$ cat src/hw/rtl/rcb_pkg.sv
`default_nettype none
package rcb_pkg;

	localparam int unsigned COMB_COUNT     = 16;
	localparam int unsigned COMB_MAX       = 16;
	localparam int unsigned COMB_TOTAL     = 17729;
	localparam int unsigned PREDELAY_DEPTH = 16384;

	localparam int unsigned CIDX_W  = (COMB_COUNT > 1) ? $clog2(COMB_COUNT) : 1;
	localparam int unsigned CADDR_W = $clog2(COMB_TOTAL);
	localparam int unsigned CPTR_W  = 11;
	localparam int unsigned PD_AW   = (PREDELAY_DEPTH > 1) ? $clog2(PREDELAY_DEPTH) : 1;
	localparam int unsigned CFG_AW  = 6;

	localparam logic signed [31:0] SEND_LIMIT = 32'sd500000;

	localparam logic [11:0] COMB_BASE [COMB_MAX] = '{
		12'd1163, 12'd1319, 12'd1471, 12'd1657, 12'd1861, 12'd2069, 12'd1531, 12'd1913,
		12'd2339, 12'd2417, 12'd2521, 12'd2683, 12'd2803, 12'd3067, 12'd3253, 12'd3407
	};

	// start of each comb line in the packed comb memory
	localparam logic [CADDR_W-1:0] COMB_OFFSET [COMB_MAX] = '{
		CADDR_W'(0),     CADDR_W'(581),   CADDR_W'(1240),  CADDR_W'(1975),
		CADDR_W'(2803),  CADDR_W'(3733),  CADDR_W'(4767),  CADDR_W'(5532),
		CADDR_W'(6488),  CADDR_W'(7657),  CADDR_W'(8865),  CADDR_W'(10125),
		CADDR_W'(11466), CADDR_W'(12867), CADDR_W'(14400), CADDR_W'(16026)
	};

	typedef enum logic [1:0] {
		ST_IDLE,
		ST_FRONT,
		ST_COMB,
		ST_HOLD
	} rcb_state_t;

	typedef enum logic [2:0] {
		REG_FB_LOW   = 3'd0,
		REG_FB_HIGH  = 3'd1,
		REG_COMB_GAIN = 3'd2,
		REG_COMB_DAMP = 3'd3,
		REG_SEND_LP  = 3'd4,
		REG_SEND_HP  = 3'd5,
		REG_DRY_GAIN = 3'd6,
		REG_PREDELAY = 3'd7
	} rcb_reg_t;

	typedef struct packed {
		logic [63:0] fb_low;
		logic [63:0] fb_high;
		logic [7:0]  comb_gain;
		logic [8:0]  comb_damping;
		logic [8:0]  lp_coef;
		logic [8:0]  hp_coef;
		logic [10:0] dry_gain;
		logic [14:0] predelay_length;
	} rcb_cfg_t;

	function automatic logic [CPTR_W-1:0] comb_size(input logic [CIDX_W-1:0] idx);
		return CPTR_W'(COMB_BASE[idx] >> 1);
	endfunction

	function automatic logic comb_subtracts(input logic [CIDX_W-1:0] idx);
		return (32'(idx) & 32'd3) == 32'd3;
	endfunction

endpackage
`default_nettype wire

$ cat src/hw/rtl/rcb_cfg.sv
`default_nettype none
module rcb_cfg (
	input  logic                      clk,
	input  logic                      arst_n,
	input  logic                      psel,
	input  logic                      penable,
	input  logic                      pwrite,
	input  logic [rcb_pkg::CFG_AW-1:0] paddr,
	input  logic [63:0]               pwdata,
	output logic [63:0]               prdata,
	output logic                      pready,
	output rcb_pkg::rcb_cfg_t         cfg,
	output logic                      pd_clear
);
	import rcb_pkg::*;

	rcb_cfg_t cfg_q;
	rcb_reg_t idx;
	logic     wr_en;

	assign idx      = rcb_reg_t'(paddr[5:3]);
	assign pready   = 1'b1;
	assign wr_en    = psel && penable && pwrite;
	assign pd_clear = wr_en && (idx == REG_PREDELAY);
	assign cfg      = cfg_q;

	always_ff @(posedge clk or negedge arst_n) begin
		if (!arst_n) begin
			cfg_q.fb_low          <= '0;
			cfg_q.fb_high         <= '0;
			cfg_q.comb_gain       <= 8'd64;
			cfg_q.comb_damping    <= 9'd230;
			cfg_q.lp_coef         <= 9'd76;
			cfg_q.hp_coef         <= 9'd76;
			cfg_q.dry_gain        <= 11'd256;
			cfg_q.predelay_length <= '0;
		end else if (wr_en) begin
			case (idx)
				REG_FB_LOW:    cfg_q.fb_low       <= pwdata;
				REG_FB_HIGH:   cfg_q.fb_high      <= pwdata;
				REG_COMB_GAIN: cfg_q.comb_gain    <= pwdata[7:0];
				REG_COMB_DAMP: cfg_q.comb_damping <= pwdata[8:0];
				REG_SEND_LP:   cfg_q.lp_coef      <= pwdata[8:0];
				REG_SEND_HP:   cfg_q.hp_coef      <= pwdata[8:0];
				REG_DRY_GAIN:  cfg_q.dry_gain     <= pwdata[10:0];
				REG_PREDELAY: begin
					if (32'(pwdata[14:0]) > PREDELAY_DEPTH) begin
						cfg_q.predelay_length <= 15'(PREDELAY_DEPTH);
					end else begin
						cfg_q.predelay_length <= pwdata[14:0];
					end
				end
				default: ;
			endcase
		end
	end

	always_comb begin
		case (idx)
			REG_FB_LOW:    prdata = cfg_q.fb_low;
			REG_FB_HIGH:   prdata = cfg_q.fb_high;
			REG_COMB_GAIN: prdata = 64'(cfg_q.comb_gain);
			REG_COMB_DAMP: prdata = 64'(cfg_q.comb_damping);
			REG_SEND_LP:   prdata = 64'(cfg_q.lp_coef);
			REG_SEND_HP:   prdata = 64'(cfg_q.hp_coef);
			REG_DRY_GAIN:  prdata = 64'(cfg_q.dry_gain);
			REG_PREDELAY:  prdata = 64'(cfg_q.predelay_length);
			default:       prdata = '0;
		endcase
	end

endmodule
`default_nettype wire

$ cat config.mk
export PLATFORM = sky130hd
export DESIGN_NAME = rcb_cfg
export DESIGN_NICKNAME = d
export VERILOG_FILES = /design/src/hw/rtl/rcb_pkg.sv /design/src/hw/rtl/rcb_cfg.sv
export SDC_FILE = /design/constraint.sdc
export NUM_CORES = 1
export LEC_CHECK = 0
export ABC_CLOCK_PERIOD_IN_PS = 2700
export BUFFER_PORTS_ARGS = -buffer_cell sky130_fd_sc_hd__buf_2
export CAP_MARGIN = 20
export CORE_MARGIN = 2
export CORE_UTILIZATION = 40
export CTS_CLUSTER_SIZE = 40
export DETAILED_ROUTE_END_ITERATION = 7
export PLACE_DENSITY = 0.66
export SETUP_SLACK_MARGIN = 0.15
export SYNTH_ARGS = -nofsm -noshare
export SYNTH_HDL_FRONTEND = slang
export SYNTH_SLANG_ARGS = --single-unit
$ cat constraint.sdc
create_clock -name clk -period 2.7 [get_ports clk]
set_input_delay 0.27 -clock clk [delete_from_list [all_inputs] [get_ports clk]]
set_output_delay 0.27 -clock clk [all_outputs]
set_load 0.05 [all_outputs]
==> results of run 1 <==
-- worst paths after layout --
path                              to  startpoint
max in group asynchronous   cfg[117]      arst_n
setup reg to reg            cfg[117]    cfg[117]
hold / removal              cfg[113]  pwdata[52]
min in group asynchronous    cfg[19]      arst_n
setup / recovery           prdata[8]    paddr[5]
hold reg to reg             cfg[143]    cfg[143]
-- stage by stage --
stage	total power [mW]	utilization [%]
global placement	7.80	50.1
finish	10.2	53.0
floorplan	6.77	-
detailed placement	7.84	50.1
global route	10.7	53.0
CTS	10.3	53.0
-- cells by family (layout without fill, tap and decap cells) --
group	count (synthesis)	after routing	synth area share [%]
AO/OA/AOI/OAI	110	110	9.63
buffers and inverters	44	382	3.10
flip-flops	189	189	56.3
multiplexers	196	196	25.9
other	1	1	0.0445
AND/OR/NAND/NOR	85	85	5.06
-- layout by cell type, fill, tap and decap left out, drive strengths merged, types with 2 or more instances in the layout --
cell | Yosys | layout
buf | 28 | 343
nor2 | 10 | 10
mux2i | 21 | 21
dfstp | 13 | 13
inv | 4 | 9
clkbuf | 11 | 20
and3 | 5 | 5
a221oi | 2 | 2
nand2 | 51 | 51
nand3 | 5 | 5
nand3b | 2 | 2
o22ai | 2 | 2
a211oi | 6 | 6
clkinv | 1 | 9
o22a | 6 | 6
a21oi | 19 | 19
nor4 | 5 | 5
o211ai | 6 | 6
a22o | 49 | 49
dfrtp | 176 | 176
a22oi | 2 | 2
o21ai | 15 | 15
mux2 | 175 | 175
nor3 | 2 | 2
-- worst max-delay path: stages --
cell	delay, ps
sky130_fd_sc_hd__buf_2	170
sky130_fd_sc_hd__or2_1	480
sky130_fd_sc_hd__o21ai_0	290
sky130_fd_sc_hd__a22oi_1	100
sky130_fd_sc_hd__a21oi_1	330
sky130_fd_sc_hd__buf_2	330
-- power by group through the flow --
stage	clock network, mW	registers [mW]	logic, mW
floorplan	0	5.77	0.997
global placement	0	3.90	3.90
detailed placement	0	3.91	3.93
CTS	2.52	3.87	3.94
global route	2.63	3.95	4.08
finish	2.43	3.87	3.91
-- area by class of cell --
type / count / area [um^2] / share of cell area (%)
flip-flops and latches: 189 / 4750 / 43.0
inverters: 5 / 18.8 / 0.170
clock buffers: 19 / 453 / 4.11
well taps: 275 / 344 / 3.12
repair buffers: 345 / 1900 / 17.2
multi-input cells: 392 / 3440 / 31.2
clock inverters: 13 / 125 / 1.13
-- repair_timing --
item	CTS	global route
hold endpoints to repair	176	0
hold buffers	1	0
resized for setup	0	0
-- layer usage --
metal	track usage (%)	part of all wire [%]	up-vias	wire, um
met5	0	0	-	0
li1	-	-	2945	-
met3	4.71	7.0	23	1630
met2	34.4	49	261	11300
met1	27.4	43	3284	9970
met4	5.76	1.7	0	387
==> results list, run 1 <==
- Power share of the clock group: 23.8%
- Largest net degree at the start of global routing: 95
* Count of placed standard cells including taps: 1205
- A synthesized cell averages 13.5 um^2.
* Core footprint: 20800 um^2
- Final weighted congestion of routability-driven global placement: 0.770
* Post-Place Setup Slack: 471 ps
* TritonCTS buffer count: 17
* Switch Pwr: 4.57 mW
- Max Clock Skew: 0 ps
* VDD IR max: 0.504 mV
- Synthesis produced a netlist with a net count of 700.
- Instance count along the most critical hold path: 2
- Setup repair after global routing missed its margin: false
- Slack of the worst reg-to-reg path: 1870 ps
* Post-Route Hold Slack: 72.8 ps
- Global routing finished with a remaining overflow of 0.
* Final Instance Area: 11000 um^2
* Final non-filler cell total: 1238
* Part of the total power dissipated in sequential elements: 37.9%
* Count of unresolved DRC violations after routing: 0
- The number of global-route vias before repair came to 6376.
- Critical path start-end classification: input port to output pin
* Fraction of registers with async set/reset: 100%
- Clock latency on the worst-skew pair: 410 ps
* Master cell of the clock root buffer: sky130_fd_sc_hd__clkbuf_16
* Number of enable-type register cells in the synthesized netlist: 0
- Compared with the post-synthesis result, the final layout area differs by 30.8%.
* Total I/O pin count: 330
* Endpoints failing setup: 0
- After detailed routing, the number of vias per cell comes to 5.26.
- Post-CTS timing repair inserted 0 buffers for setup.
- Most common library cells after synthesis: sky130_fd_sc_hd__dfrtp_1, sky130_fd_sc_hd__mux2_2, sky130_fd_sc_hd__nand2_1, sky130_fd_sc_hd__a22o_1, sky130_fd_sc_hd__mux2_1
* Maximum fanout count along the critical path: 10
* Post-detailed-placement half-perimeter wirelength: 16600 um
- At the worst endpoint, the required time is 2430 ps.
- Depth of the worst register-to-register path: 1
* Remaining number of nets flagged by the antenna check after routing: 0
* Synthesized area: 8430 um^2
- For this design the ratio of total power to cell area is 926 nW/um^2.
- Max transition margin: 55.0%
- Maxcap violations: 0
* Endpoints failing hold: 0
- In this run the number of H-tree levels came out at 4.
- The run finished with clean final reports.
* Number of pins with negative max-slew slack in the final report: 0
- The first global-routing pass estimated 35900 um of wire.
- Synthesis handed over a netlist of 625 instances.
- Crit share post-route: 83.1%
- Yosys attributes the largest share of cell area to sky130_fd_sc_hd__dfrtp_1, sky130_fd_sc_hd__mux2_2, sky130_fd_sc_hd__a22o_1.
- Summed over all cells, the static leakage comes to 5.68 nW.
* Sequential element share of the synthesized area: 56.3%
- Vertical die dimension: 149 um
* Net count, final: 1025
* Number of distinct library cell variants in the gate-level netlist after synthesis: 41
- Deepest clock path buffer count: 2
- In this run switching power makes up 44.7% of total power.
- Aggregate global-route resource usage: 20.7%
- The floorplan step set the die width to 149 um.
- Cell taking the most area after synthesis: sky130_fd_sc_hd__dfrtp_1
- The final route contains 6513 vias.
- CTS tree: yes
- For this configuration, the core starts out at a cell density of 40.5%.
* Worst hold-check path type: input port to flip-flop
* First DRT Iteration DRCs: 270
* CP Capture Type: output pin
- Initial DRT Pass Iterations: 4
- Launching element type of the critical path: input port
* Maximum clock frequency: 445 MHz
- Accumulated negative setup slack: 0 ps
* Total routed wirelength: 23300 um
- Clock-pin slew was measured on the worst setup and hold paths at 80 ps.
* Design internal power: 5.65 mW
- Counting I/O delays and the setup requirement, the final critical path takes 2240 ps.
- Largest register FFs: 189
* Antenna cell count: 0
- The tree built by TritonCTS fans out to 189 sinks.
* Area share of the leading cell type in the synthesized netlist: 52.2%
* Ys Warns: 0
- Final Worst Setup Slack: 455 ps
* Initial antenna violation count: 0
* Share of final-layout standard cells stronger than drive strength 1: 55.9%
- Data arrives at the worst endpoint at 1970 ps.
- At the pin with the least slew margin, the transition time is 670 ps.
- Counting the fill cells in the layout gives 1852.
- Once placement finished, the instance area stood at 10400 um^2.
- In the synthesized netlist the dominant register cell turns out to be sky130_fd_sc_hd__dfrtp_1.
- In this run the tool buffered the top-level ports with 325 buffer cells.
* Share of total power in combinational logic: 38.3%
- The initialized floorplan defines 53 standard-cell rows.
- In the final routed layout, each cell accounts on average for 18.8 um.
- The die covers 22300 um^2.
- Most frequently used cell type in the post-synthesis netlist: sky130_fd_sc_hd__dfrtp_1
* Synthesis-stage register bit count: 189
Note: power is estimated with default switching activity, not from simulation.
==> inputs of run 2 (changes only) <==
--- a/config.mk
+++ b/config.mk
@@ -5,7 +5,7 @@
 export SDC_FILE = /design/constraint.sdc
 export NUM_CORES = 1
 export LEC_CHECK = 0
-export ABC_CLOCK_PERIOD_IN_PS = 2700
+export ABC_CLOCK_PERIOD_IN_PS = 2300
 export BUFFER_PORTS_ARGS = -buffer_cell sky130_fd_sc_hd__buf_2
 export CAP_MARGIN = 20
 export CORE_MARGIN = 2
==> constraint.sdc (replaced) <==
create_clock -name clk -period 2.3 [get_ports clk]
set_input_delay 0.23 -clock clk [delete_from_list [all_inputs] [get_ports clk]]
set_output_delay 0.23 -clock clk [all_outputs]
set_load 0.05 [all_outputs]
==> run 2 against run 1 <==
Utilization is 1.9 points higher. Count of clock-buffer cells in the layout unchanged. Register-to-register slack worse by 400 ps. Via count is 0.78% higher. Combinational power increased by 19%. Global-route usage grew 1.3 points. Setup slack worse by 240 ps. Critical endpoint is now prdata[2]. Highest routed layer unchanged.
==> results list, run 2 (synthesized netlist as in run 1, its figures left out) <==
- Die Span X: 149 um
- Largest register FFs: 189
- The top cell types in the final layout, fill and taps aside, are sky130_fd_sc_hd__buf_2, sky130_fd_sc_hd__dfrtp_1, sky130_fd_sc_hd__mux2_2.
- Detailed routing inserted a total of 6564 vias.
* Core footprint: 20800 um^2
- The multi-input combinational cells in the finished layout cover a total of 3480 um^2.
* CP Capture Type: output pin
* Final Instance Area: 11400 um^2
- TritonCTS built the clock tree.
- Across every metal layer, demand over resource in global routing totals 22.0%.
- Critical path start-end classification: flip-flop to output pin
* Maxcap violations: 0
- Total routed wirelength: 24500 um
* Clock-pin slew on the worst setup and hold paths: 70 ps
- The worst register-to-register path begins at cfg[110].
- Summing all flip-flop and latch instances after layout gives 4750 um^2.
- The worst register-to-register path has a setup slack of 1470 ps.
* Maximum fanout count along the critical path: 3
* WL per Instance: 19.5 um
- The run finished with clean final reports.
* Endpoints failing hold: 0
* Accumulated negative setup slack: 0 ps
- Final critical delay including setup and external delays: 2090 ps
* Number of pins with negative max-slew slack in the final report: 0
- Endpoints failing setup: 0
- At the pin with the least slew margin, the transition time is 598 ps.
* Share of final-layout standard cells stronger than drive strength 1: 57.3%
* Launching element type of the critical path: flip-flop
* Total I/O pin count: 330
- Critical path arrival: 1860 ps
- The total overflow left after global routing is 0.
- Count of unresolved DRC violations after routing: 0
- Clock skew on the completed layout was measured at 0 ps.
* Power per cell area: 1120 nW/um^2
- Relative to the synthesized area, the layout overhead comes to 35.5%.
- Fill cells in the final layout number 1824.
- Final weighted congestion of routability-driven global placement: 0.852
* Die Area: 22300 um^2
- In the routed layout, each cell is associated on average with a via count of 5.22.
- Vertical die dimension: 149 um
- Master cell of the clock root buffer: sky130_fd_sc_hd__clkbuf_16
- Hold wc startpoint: pwdata[18]
* Fraction of the core area covered by cells at the end of the flow: 54.8%
- Setup repair after global routing left no endpoint under its margin.
* H-tree lvl count: 4
- Worst hold-check path type: input port to flip-flop
- Initial antenna violation count: 1
- The number of global-route vias before repair was 6660.
- Depth of the worst register-to-register path: 1
* Max transition margin: 60.1%
- Number of buffer cells added on primary ports: 325
- Dividing the final minimum period by the clock period gives 90.8%.
- Required time reported for the critical path endpoint: 2070 ps
- Starting Density: 40.5%
* Initial DRT Pass Iterations: 4
- End of the worst register-to-register path: cfg[110]
- Once placement finished, the instance area stood at 10600 um^2.
- The most critical setup path has its endpoint at prdata[2].
- Net count, final: 1043
- Post-detailed-placement half-perimeter wirelength: 17900 um
* Worst setup path startpoint: cfg[46]
- VDD sags by at most 0.567 mV.
- The first global-routing pass estimated 37700 um of wire.
* Maximum clock frequency: 479 MHz
- The library cell used most frequently in the layout, excluding fill and tap cells, is sky130_fd_sc_hd__buf_2.
- Clock latency on the worst-skew pair: 420 ps
- Standard-cell row count: 53
- Counting along the longest clock path gives a buffer depth of 2.
- In this run the remaining antenna-violating nets after routing total 0.
- Largest net degree at the start of global routing: 70
- TritonCTS buffer count: 17
- Hold timing on the final database bottoms out at a slack of 28.9 ps.
* Leakage power figure: 5.86 nW
- The first routing iteration left 268 violations.
- The clock net in this run drives a total of 189 sinks.
run 2: per-stage QoR:
stage	power [mW]	instances	worst slack [ps]
floorplan	7.96	625	140
global placement	9.22	1221	222
detailed placement	9.27	1221	153
CTS	12.9	1254	211
global route	13.3	1257	154
finish	12.8	1257	211
run 2: worst min path at each step:
stage / to / slack, ps / cells past startpoint
3_3_place_gp: cfg[19] / 290 / 1
5_1_grt: cfg[111] / 20 / 2
2_1_floorplan: cfg[0] / -70 / 0
3_5_place_dp: cfg[19] / 290 / 1
4_1_cts: cfg[143] / 10 / 2
6_report: cfg[143] / 30 / 2
run 2: area by class of cell:
class                      instances  area share [%]
multi-input combinational        392            30.5
antenna                            1          0.0219
clock buffer                      19            3.79
tap                              275            3.01
inverter                           5           0.164
timing repair buffer             363            18.5
sequential                       189            41.6
clock inverter                    13            2.49
run 2: timing repair:
action                     4_1_cts  5_1_grt
hold buffers                     1        0
resized for setup                1        0
pin swaps                        0        1
setup endpoints to repair        1        4
buffers inserted                 0        2
hold endpoints to repair        59        0
run 2: critical path: stages, from the launching register on:
cell and delay [ps]:
sky130_fd_sc_hd__dfstp_2 540, sky130_fd_sc_hd__a21oi_1 60, sky130_fd_sc_hd__a211oi_1 370, sky130_fd_sc_hd__o22a_1 210, sky130_fd_sc_hd__buf_2 250
run 2: power breakdown:
group          leakage [nW]  switching [mW]  internal [mW]
registers              2.39           0.533           4.00
logic                  3.12            3.49           1.18
clock network         0.347            1.29           2.28
run 2: metal layers:
layer | wire [um] | GRT usage (%) | up-vias
li1 | - | - | 2995
met1 | 10300 | 28.1 | 3282
met2 | 11900 | 36.7 | 254
met3 | 1710 | 5.60 | 33
met4 | 554 | 7.38 | 0
met5 | 0 | 0 | -
==> inputs of run 3 (changes only) <==
--- a/config.mk
+++ b/config.mk
@@ -12,6 +12,7 @@
 export CORE_UTILIZATION = 40
 export CTS_CLUSTER_SIZE = 40
 export DETAILED_ROUTE_END_ITERATION = 7
+export MAX_ROUTING_LAYER = met4
 export PLACE_DENSITY = 0.66
 export SETUP_SLACK_MARGIN = 0.15
 export SYNTH_ARGS = -nofsm -noshare
==> run 3 against run 2 <==
Critical path depth stayed put. Largest cell class unchanged. Clock power hardly changed. Count of clock-buffer cells in the layout stayed put. Combinational power hardly changed. Power hardly changed. Hold slack hardly changed. Clock skew stayed put. Global-route usage is 0.66 points higher. Setup slack worse by 0.98 ps.
==> results list, run 3 (synthesized netlist as in run 1, its figures left out) <==
- The first global-routing pass estimated 37700 um of wire.
- Total global routing overflow: 0
* Core footprint: 20800 um^2
* M3 GR Usage: 5.14%
- Worst hold-check path type: input port to flip-flop
- Clock-pin slew on the worst setup and hold paths: 70 ps
- For this run, the detailed router's first-pass iteration total came to 4.
- Initial antenna violation count: 1
* Die Area: 22300 um^2
- In this run the most used layer during global routing was met2.
* Clock latency on the worst-skew pair: 420 ps
- Headroom to the max-slew limit came out at 60.0%.
- After detailed routing, the average wire length per cell comes to 19.4 um.
- The clock net in this run drives a total of 189 sinks.
- Leakage power figure: 5.86 nW
* Number of vias after detailed routing: 6617
- For this block, the routed nets add up to 24400 um of wire.
- The worst register-to-register path begins at cfg[110].
* Share of final-layout standard cells stronger than drive strength 1: 57.3%
- In this run, CTS created clock tree buffers numbering 17.
- Counting along the longest clock path gives a buffer depth of 2.
* Top library cells by usage in the layout, fill and taps aside: sky130_fd_sc_hd__buf_2, sky130_fd_sc_hd__dfrtp_1, sky130_fd_sc_hd__mux2_2
- At the end of routability-driven placement, the weighted congestion stood at 0.865.
- Aggregate global-route resource usage: 22.7%
- The routed design could run at a clock period as short as 2090 ps.
- Max Clock Skew: 0 ps
* Critical path arrival: 1860 ps
- Number of pins with negative max-slew slack in the final report: 0
- For this run, global-route usage on met2 was measured as 36.5%.
- Dividing the detail-routed via count by the number of cells gives 5.26.
- H-tree lvl count: 4
- The worst setup path is launched from a flip-flop.
* Die Span X: 149 um
* Hold wc startpoint: pwdata[18]
- For the pin with the worst max-slew slack, the measured transition is 598 ps.
* Largest register FFs: 189
- For this run, design rule violations remaining after detail routing come to 0.
* VDD IR max: 0.568 mV
- Setup violations remaining at the end of the flow were counted as 0.
- Across all register-to-register paths, the minimum setup slack is 1470 ps.
- The worst path uses 90.9% of the clock period.
- Via count of the first global-routing pass: 6656
* Synth-to-layout area growth: 35.5%
* Post-detailed-placement half-perimeter wirelength: 17900 um
- Run status: finished, final reports clean
- At the end of the flow, the number of nets in the layout was 1043.
- The tree is rooted in a sky130_fd_sc_hd__clkbuf_16.
* Met1 usage: 28.5%
* Largest net degree at the start of global routing: 70
* Vertical die dimension: 149 um
- Starting Density: 40.5%
- In this run, the number of DRC markers left after iteration 0 of detailed routing was 261.
* Maxcap violations: 0
* CTS tree: yes
* Power per cell area: 1120 nW/um^2
- Maximum clock frequency: 479 MHz
- Of all nets on the critical path, the largest fanout is 3.
* Most common cell after layout, fill and taps aside: sky130_fd_sc_hd__buf_2
- The count of nets left with antenna violations once routing finished came out at 0.
- Power consumption: 12.8 mW
- The worst setup path is of the flip-flop to output pin kind.
- For this run, the share of the core covered by cells in the final layout is 54.8%.
* Worst setup path startpoint: cfg[46]
- Counting the fill cells in the layout gives 1824.
- CP Capture Type: output pin
- Total I/O pin count: 330
* Required time reported for the critical path endpoint: 2070 ps
- In this run the core area contains 53 standard-cell rows.
* Endpoints failing hold: 0
- Accumulated negative setup slack: 0 ps
* Setup repair after global routing missed its margin: false
- Number of buffer cells added on primary ports: 325
[run 3: metrics by stage]
step,worst slack (ps),cells,hold slack [ps],cell area [um^2]
5_1_grt,154,1257,19.7,11400
2_1_floorplan,140,625,-65.6,8470
6_report,210,1257,28.7,11400
3_3_place_gp,222,1221,289,10600
4_1_cts,211,1254,10.0,11400
3_5_place_dp,153,1221,293,10600
[run 3: area by class of cell]
type / instances / area [um^2] / share of cell area [%]
Sequential cell: 189 / 4750 / 41.6
Multi-Input combinational cell: 392 / 3480 / 30.5
Timing Repair Buffer: 363 / 2110 / 18.5
Clock buffer: 19 / 433 / 3.79
Tap cell: 275 / 344 / 3.01
Clock inverter: 13 / 284 / 2.49
Inverter: 5 / 18.8 / 0.164
Antenna cell: 1 / 2.50 / 0.0219
[run 3: timing repair]
| action | CTS | global route |
|---|---|---|
| buffers inserted | 0 | 2 |
| gates resized for setup | 1 | 0 |
| pin swaps | 0 | 1 |
| setup endpoints to repair | 1 | 2 |
| hold buffers | 1 | 0 |
| endpoints found under the hold margin | 59 | 0 |
[run 3: worst paths after layout]
check / endpoint / cells past startpoint
setup / recovery: prdata[2] / 4
hold / removal: cfg[143] / 2
setup reg to reg: cfg[110] / 1
hold reg to reg: cfg[67] / 1
max in group asynchronous: cfg[23] / 3
min in group asynchronous: cfg[19] / 2
[run 3: per-layer routing]
layer | routed length [um] | vias to the layer above
met2 | 11900 | 249
met4 | 536 | 0
met5 | 0 | -
met3 | 1590 | 32
li1 | - | 2990
met1 | 10400 | 3346
[run 3: worst max-delay path: stages, from the launching register on]
cell and delay [ps]:
sky130_fd_sc_hd__dfstp_2 540, sky130_fd_sc_hd__a21oi_1 60, sky130_fd_sc_hd__a211oi_1 370, sky130_fd_sc_hd__o22a_1 210, sky130_fd_sc_hd__buf_2 250
[run 3: power by group]
| group | total, mW | switching (mW) | internal [mW] |
|---|---|---|---|
| logic | 4.67 | 3.49 | 1.18 |
| registers | 4.54 | 0.535 | 4.00 |
| clock network | 3.56 | 1.29 | 2.28 |
| total | 12.8 | 5.31 | 7.46 |
